### config.mk
export PLATFORM = sky130hd
export DESIGN_NAME = tws_ctrl
export DESIGN_NICKNAME = d
export VERILOG_FILES = /design/src/hdl/tws_pkg.sv /design/src/hdl/tws_ctrl.sv
export SDC_FILE = /design/constraint.sdc
export NUM_CORES = 1
export LEC_CHECK = 0
export ABC_AREA = 1
export BUFFER_PORTS_ARGS = -buffer_cell sky130_fd_sc_hd__buf_4
export CORE_AREA = 5 5 42 44
export CTS_BUF_LIST = sky130_fd_sc_hd__clkbuf_8
export DETAILED_ROUTE_END_ITERATION = 7
export DIE_AREA = 0 0 47 49
export PLACE_DENSITY_LB_ADDON = 0.15
export SYNTH_ARGS = -nofsm -noshare
export SYNTH_HDL_FRONTEND = slang
export SYNTH_SLANG_ARGS = --single-unit
### constraint.sdc
create_clock -name clk -period 0.9 [get_ports clk]
set_input_delay 0.225 -clock clk [delete_from_list [all_inputs] [get_ports clk]]
set_output_delay 0.225 -clock clk [all_outputs]
set_load 0.1 [all_outputs]
### src/hdl/tws_pkg.sv
package tws_pkg;

	// default table sizes
	localparam int NODE_COUNT_DEF = 1024;
	localparam int ALPHABET_DEF   = 26;
	localparam int LETTER_W       = 5;

	// command codes
	localparam logic CMD_INSERT = 1'b0;
	localparam logic CMD_FIND   = 1'b1;

	// result status codes
	localparam logic STATUS_OK    = 1'b0;
	localparam logic STATUS_ERROR = 1'b1;

	// one input item
	typedef struct packed {
		logic                command;
		logic [LETTER_W-1:0] letter;
		logic                has_letter;
		logic                last;
	} item_t;

	// one result item
	typedef struct packed {
		logic found;
		logic status;
	} result_t;

	// controller states
	typedef enum logic [2:0] {
		ST_CLEAR,
		ST_IDLE,
		ST_LOOK,
		ST_STEP,
		ST_FIN
	} state_t;

	// controller to datapath commands
	typedef struct packed {
		logic accept;
		logic clear;
		logic look;
		logic step;
		logic fin;
	} ctl_t;

	// datapath to controller status
	typedef struct packed {
		logic needs_walk;
		logic item_last;
		logic clear_last;
	} sts_t;

endpackage

### src/hdl/tws_ctrl.sv
module tws_ctrl
	import tws_pkg::*;
(
	input  logic clk,
	input  logic arst_n,
	input  logic start,
	input  sts_t sts,
	output ctl_t ctl,
	output logic busy
);

	state_t state_q;
	state_t state_d;

	// state register, clearing pass runs first after reset
	always_ff @(posedge clk or negedge arst_n) begin
		if (!arst_n) begin
			state_q <= ST_CLEAR;
		end else begin
			state_q <= state_d;
		end
	end

	// next state and commands
	always_comb begin
		state_d = state_q;
		ctl     = '0;
		busy    = 1'b1;
		unique case (state_q)
			ST_CLEAR: begin
				ctl.clear = 1'b1;
				if (sts.clear_last) begin
					state_d = ST_IDLE;
				end
			end
			ST_IDLE: begin
				busy = 1'b0;
				if (start) begin
					ctl.accept = 1'b1;
					if (sts.needs_walk) begin
						state_d = ST_LOOK;
					end
				end
			end
			ST_LOOK: begin
				ctl.look = 1'b1;
				state_d  = ST_STEP;
			end
			ST_STEP: begin
				ctl.step = 1'b1;
				state_d  = sts.item_last ? ST_FIN : ST_IDLE;
			end
			ST_FIN: begin
				ctl.fin = 1'b1;
				state_d = ST_IDLE;
			end
			default: begin
				state_d = ST_IDLE;
			end
		endcase
	end

endmodule

# Yosys cells after proc, flatten, opt, wreduce, memory -nomap -nowiden
# Index checks and enable logic that the tools add are counted.
word_totals:
  ff_bits: 3
  in_bits: 6
  out_inout_bits: 6
  word_cells: 22
op_classes:
  n_eq_ne: 7
  muxes: 12
  reduce_logical: 2
ops:
  columns: ["op", "n"]
  rows:
  - ["3-bit two-way mux", 4]
  - ["3-bit case mux with 4 select lines", 1]
  - ["1-bit two-way mux", 7]
  - ["3-bit by 2-bit == test with 1-bit output (second input constant)", 2]
  - ["2-bit != test (second input constant)", 3]
  - ["3-bit by 1-bit == test with 1-bit output (second input constant)", 1]
  - ["3-bit == test (second input constant)", 1]
  - ["3-bit logical NOT", 1]
  - ["3-bit AND reduction", 1]

# Longest topological paths before layout
# Gate-level depths: netlist of run 1.
logic_depth:
  depth_word: 3
  ltp_mapped: 6
  mapped_depth_nobuf: 5

# Least setup slack after synthesis of run 1
# Ideal clock, no wire load.
synth_timing:
  path_type: "register -> output"
  startpoint: "register state_q[0]"
  endpoint: "output port ctl[0] in the netlist's numbering"
  arrival_time_ps: 2547
  path_slack_ps: -1872
  path_stages_with_launch: 3
  path_cell_list: "dfrtp_1 -> buf_6 -> nor3_1"
synth_rtl:
  columns: ["element", "line", "rtl"]
  rows:
  - ["from (decl)", "tws_ctrl.sv:12", "state_t state_q;"]
  - ["from (signal assigned)", "tws_ctrl.sv:20", "state_q <= state_d;"]
  - ["to (decl)", "tws_ctrl.sv:8", "output ctl_t ctl,"]

# Final worst setup path of run 1
layout_timing:
  startpoint: "register state_q[1]"
  endpoint: "output port busy"
layout_via:
  elab_chain_cells: 2
layout_rtl:
  columns: ["element", "line", "rtl"]
  rows:
  - ["3-bit by 1-bit == test with 1-bit output", "tws_ctrl.sv:29", "unique case (state_q)"]
  - ["1-bit two-way mux", "tws_ctrl.sv:29", null]
  - ["to (decl)", "tws_ctrl.sv:9", "output logic busy"]
# Every way passes these cells.

==> impl_metrics.py, run 1 <==
metrics = {
    "run_status": {
        "status": "finished, violations left",
        "violations": "negative setup slack",
    },
    "cells_and_area": {
        "final_cell_mix": "11 x buf_4, 6 x buf_12, 5 x buf_6, 4 x inv_2",
        "area_growth_pct": 186,
        "post-route-util_pct": 43.5,
        "layout_commonest_cell": "buf_4",
        "num_antenna_cells": 0,
        "drive_gt1_share_pct": 80.0,
        "regMostFlops": "state_q",
        "nFillCells": 147,
        "largest_reg_flops": 3,
        "fin_cells": 71,
        "layout.nets": 62,
        "largest_registers": "state_q x3",
    },
    "min_path": {
        "worstHoldPathCells": 4,
        "worstHoldStart": "sts[2]",
        "hp-class": "input port to flop",
        "hold_end": "state_q[0]",
    },
    "synth": {
        "synth_seq_area_share_pct": 35.3,
        "syn_area_per_cell_um2": 7.33,
        "synthCells": 29,
        "synth-seq-cells": 3,
        "syn_area_um2": 213,
        "synthesis.nets": 35,
        "synth.distinct_cells": 11,
        "yosys_warnings": 0,
    },
    "cts": {
        "clk_latency_ns": 0.21,
        "cts_buffer_depth": 2,
        "cts_sinks": 3,
        "root_buffer": "clkbuf_8",
        "clkTransAtPathRegs_ns": 0.03,
        "cts_buffers": 3,
        "htree_levels": 1,
        "cts_tree": "built",
    },
    "grt": {
        "met3_usage_pct": 2.21,
        "track_usage_pct": 6.21,
        "grt_max_degree": 7,
        "grt_first_pass_wirelength_mm": 1.06,
        "grt_use_met2_pct": 9.95,
        "grt_antenna_before_repair": 0,
        "busiest_layer": "met2",
        "grt-ovfl-total": 0,
        "use_met1_pct": 7.08,
        "grt_pass1_vias": 291,
    },
    "critical_path": {
        "worstSetupPathType": "flop to primary output",
        "cp_max_fo": 6,
        "critPathBufInv": 3,
        "r2r_end": "state_q[1]",
        "path_cells": "inv_2 > nand3_4 > buf_6 > buf_12",
        "r2r_cells": 7,
        "critical-path-max-stage-delay_ns": 0.47,
        "slowest_stage": "dfrtp_2",
        "r2r_start": "state_q[1]",
        "reg2reg_setup_slack_ns": -0.25,
        "cp.arrival_ns": 1.16,
        "crit_required_ns": 0.67,
        "crit_family": "flip-flops",
        "crit_path_end_kind": "primary output",
        "critPathLaunchType": "flop",
    },
    "detailed_routing": {
        "drt.antenna.violating_nets": 0,
        "via_per_inst": 3.92,
        "postRouteWirelength_um": 593,
        "detailedRoute.firstPassIterationCount": 4,
        "vias": 278,
        "drc": 0,
        "wire_per_inst_um": 8.35,
        "dr.first_iter.drc_count": 4,
    },
    "timing": {
        "skew_ns": 0.000821,
        "setup_viol": 9,
        "drv_slew": 0,
        "period_needed_ns": 1.39,
        "fmax_mhz": 720,
        "hold_viol_final": 0,
        "fin_crit_sh_pct": 154,
        "setup_ws_ns": -0.488,
        "grt_setup_unrepaired": "yes",
        "worst_pin_slew_ns": 0.197,
        "slew-limit-headroom_pct": 86.8,
    },
    "floorplanning": {
        "start_util_pct": 15.2,
        "io_pins": 12,
        "coreArea_um2": 1400,
        "row_count": 14,
        "die_y_um": 49,
        "die_w_um": 47,
        "die_area_um2": 2300,
    },
    "placement": {
        "dp.cells": 63,
        "dpl_worst_slack_ns": -0.385,
        "io_buffers": 11,
        "gp_congestion": 0.713,
        "dp_hpwl_um": 452,
    },
    "flow_run": {
        "maxCapViolations": 0,
    },
}
[layout make-up]
type | instances | area, um^2 | share of cell area, %
flip-flops and latches | 3 | 77.6 | 12.7
well taps | 16 | 20.0 | 3.29
inverters | 9 | 43.8 | 7.19
repair buffers | 23 | 269 | 44.1
multi-input cells | 16 | 154 | 25.3
clock buffers | 3 | 41.3 | 6.78
clock inverters | 1 | 3.75 | 0.616
[metrics by stage]
| step | hold WS [ns] | TNS (ns) | instance area, um^2 |
|---|---|---|---|
| after floorplan | -0.0706 | -3.49 | 259 |
| after global routing | 0.361 | -3.94 | 609 |
| final | 0.319 | -3.51 | 609 |
| after CTS | 0.299 | -3.45 | 579 |
| after detailed placement | 0.0170 | -2.62 | 410 |
| after global placement | 0.0152 | -2.60 | 410 |
[cells by family after synthesis]
family,count (synthesis),share of synthesized area (%)
AND/OR/NAND/NOR,16,43.5
buffers and inverters,10,21.2
flip-flops,3,35.3
[worst max path at each step]
stage	startpoint	to	slack, ns	depth (start not counted)
after floorplan	state_q[1]	ctl[4]	-0.80	3
final	state_q[1]	busy	-0.49	4
after global placement	state_q[1]	ctl[4]	-0.37	4
after global routing	state_q[0]	ctl[3]	-0.52	3
after detailed placement	state_q[0]	ctl[3]	-0.39	3
after CTS	state_q[0]	ctl[3]	-0.49	3
[metal layers]
layer | up-vias | routed length (um)
li1 | 141 | -
met1 | 128 | 226
met2 | 9 | 321
met3 | 0 | 46
met4 | 0 | 0
met5 | - | 0
[worst register-to-register path: cells and delay by family (launching register included)]
kind	cells	cell delay (ns)
flip-flops	1	0.47
buffers and inverters	4	0.38
AND/OR/NAND/NOR	3	0.23
[synth_stat cells (all sizes together)]
cell type / count / area (um^2)
nand4: 2 / 18.8
nor2: 3 / 11.3
nand3: 5 / 37.5
inv: 9 / 33.8
dfrtp: 3 / 75.1
nand2: 4 / 15.0
nor3: 2 / 10.0
buf: 1 / 11.3
[repair_timing]
action | 4_1_cts | 5_1_grt
gates cloned | 0 | 0
endpoints found under the hold margin | 3 | 0
gates resized for setup | 26 | 7
buffers inserted | 2 | 3
pin swaps | 4 | 4
setup endpoints to repair | 9 | 9
hold buffers | 1 | 0
Power of run 1 is not shown: default switching activity piles up to over one toggle a cycle in this logic, so the estimate is an artifact.
==> run 2, diff against run 1 <==
HOLD_SLACK_MARGIN = 0.1   (was not set)
PLACE_DENSITY_LB_ADDON = not set   (was 0.15)
==> run 2 against run 1 <==
  * The flow still finishes with violations (negative setup slack)
  * Sequential cell count unchanged
  * Critical path type unchanged
  * Maximum frequency decreased by 1.1%
  * Clock-buffer cell count unchanged
  * Cell count unchanged
  * First-iteration DRC count decreased by 100%
  * Wire length increased by 9.6%
==> impl_metrics.py, run 2 (synthesized netlist as in run 1, its figures left out) <==
metrics = {
    "flow_run": {
        "maxCapViolations": 0,
    },
    "cts": {
        "root_buffer": "clkbuf_8",
        "clkTransAtPathRegs_ns": 0.03,
        "cts_buffer_depth": 2,
        "htree_levels": 1,
        "cts_buffers": 3,
        "cts_tree": "built",
        "clk_latency_ns": 0.21,
        "cts_sinks": 3,
    },
    "timing": {
        "fin_crit_sh_pct": 156,
        "period_needed_ns": 1.40,
        "skew_ns": 0.000405,
        "drv_slew": 0,
        "setup-tns-final_ns": -3.55,
        "worst_pin_slew_ns": 0.201,
        "slew-limit-headroom_pct": 86.6,
        "hold_viol_final": 0,
        "setup_ws_ns": -0.504,
        "fmax_mhz": 712,
        "grt_setup_unrepaired": "yes",
        "setup_viol": 9,
        "hold_ws_ns": 0.304,
    },
    "cells_and_area": {
        "final_cell_mix": "15 x buf_4, 6 x buf_12, 5 x inv_1, 4 x nand2_1",
        "layout_commonest_cell": "buf_4",
        "post-route-util_pct": 40.7,
        "num_antenna_cells": 0,
        "largest_reg_flops": 3,
        "seq_area_um2": 77.6,
        "multi_input_area_um2": 130,
        "nFillCells": 149,
        "regMostFlops": "state_q",
        "area_growth_pct": 168,
        "layout.nets": 62,
        "drive_gt1_share_pct": 70.9,
        "largest_registers": "state_q x3",
    },
    "floorplanning": {
        "coreArea_um2": 1400,
        "io_pins": 12,
        "die_w_um": 47,
        "start_util_pct": 15.2,
        "die_area_um2": 2300,
        "row_count": 14,
        "die_y_um": 49,
    },
    "placement": {
        "dp_hpwl_um": 482,
        "gp_congestion": 0.679,
        "dpl_worst_slack_ns": -0.405,
        "io_buffers": 11,
    },
    "grt": {
        "track_usage_pct": 6.56,
        "grt_first_pass_wirelength_mm": 1.06,
        "grt-ovfl-total": 0,
        "grt_antenna_before_repair": 0,
        "grt_pass1_vias": 252,
        "grt_max_degree": 7,
    },
    "detailed_routing": {
        "vias": 264,
        "via_per_inst": 3.72,
        "dr.first_iter.drc_count": 0,
        "postRouteWirelength_um": 650,
        "drc": 0,
        "detailedRoute.firstPassIterationCount": 1,
        "wire_per_inst_um": 9.15,
        "drt.antenna.violating_nets": 0,
    },
    "critical_path": {
        "crit_start": "state_q[1]",
        "crit_path_end_kind": "primary output",
        "r2r_cells": 7,
        "critPathLaunchType": "flop",
        "crit_required_ns": 0.67,
        "cp-endpoint": "busy",
        "reg2reg_setup_slack_ns": -0.32,
        "worstSetupPathType": "flop to primary output",
        "r2r_end": "state_q[1]",
        "cp_max_fo": 6,
        "cp.arrival_ns": 1.18,
        "r2r_start": "state_q[1]",
    },
    "run_status": {
        "status": "finished, violations left",
        "violations": "negative setup slack",
    },
    "min_path": {
        "hp-class": "input port to flop",
    },
}
run 2: layout make-up:
class                   instances  share of cell area [%]
clock buffers                   3                    7.24
inverters                       9                    7.68
flip-flops and latches          3                    13.6
multi-input cells              16                    22.8
repair buffers                 23                    44.5
clock inverters                 1                   0.658
well taps                      16                    3.51
run 2: worst min path at each step:
stage | from | endpoint | slack, ns | cells past startpoint
finish | sts[1] | state_q[2] | 0.30 | 3
global route | sts[2] | state_q[0] | 0.33 | 4
CTS | sts[1] | state_q[2] | 0.30 | 3
detailed placement | arst_n | state_q[0] | 0.02 | 1
global placement | arst_n | state_q[2] | 0.01 | 1
floorplan | arst_n | state_q[0] | -0.07 | 0
run 2: critical path, cell delays in order (launching register included):
cell and delay, ns:
dfrtp_2 0.46, inv_2 0.10, nand3_4 0.08, buf_4 0.16
buf_12 0.16
run 2: metal layers:
metal / part of all wire, % / track usage [%] / vias up
met5: 0 / 0 / -
met4: 0 / 4.15 / 0
met3: 7.5 / 3.32 / 0
met2: 56 / 8.37 / 7
met1: 36 / 8.41 / 117
li1: - / - / 140
run 2: through the flow:
step | cell area, um^2 | std cells
2_1_floorplan | 259 | 29
4_1_cts | 553 | 69
5_1_grt | 571 | 71
3_5_place_dp | 403 | 62
3_3_place_gp | 403 | 62
6_report | 571 | 71
run 2: repair_timing:
action,in CTS,in global routing
gates resized for setup,20,1
buffers inserted,2,2
pin swaps,2,3
hold buffers,1,0
endpoints found under the hold margin,3,0
setup endpoints to repair,9,9
Power of run 2 is left out for the same reason.
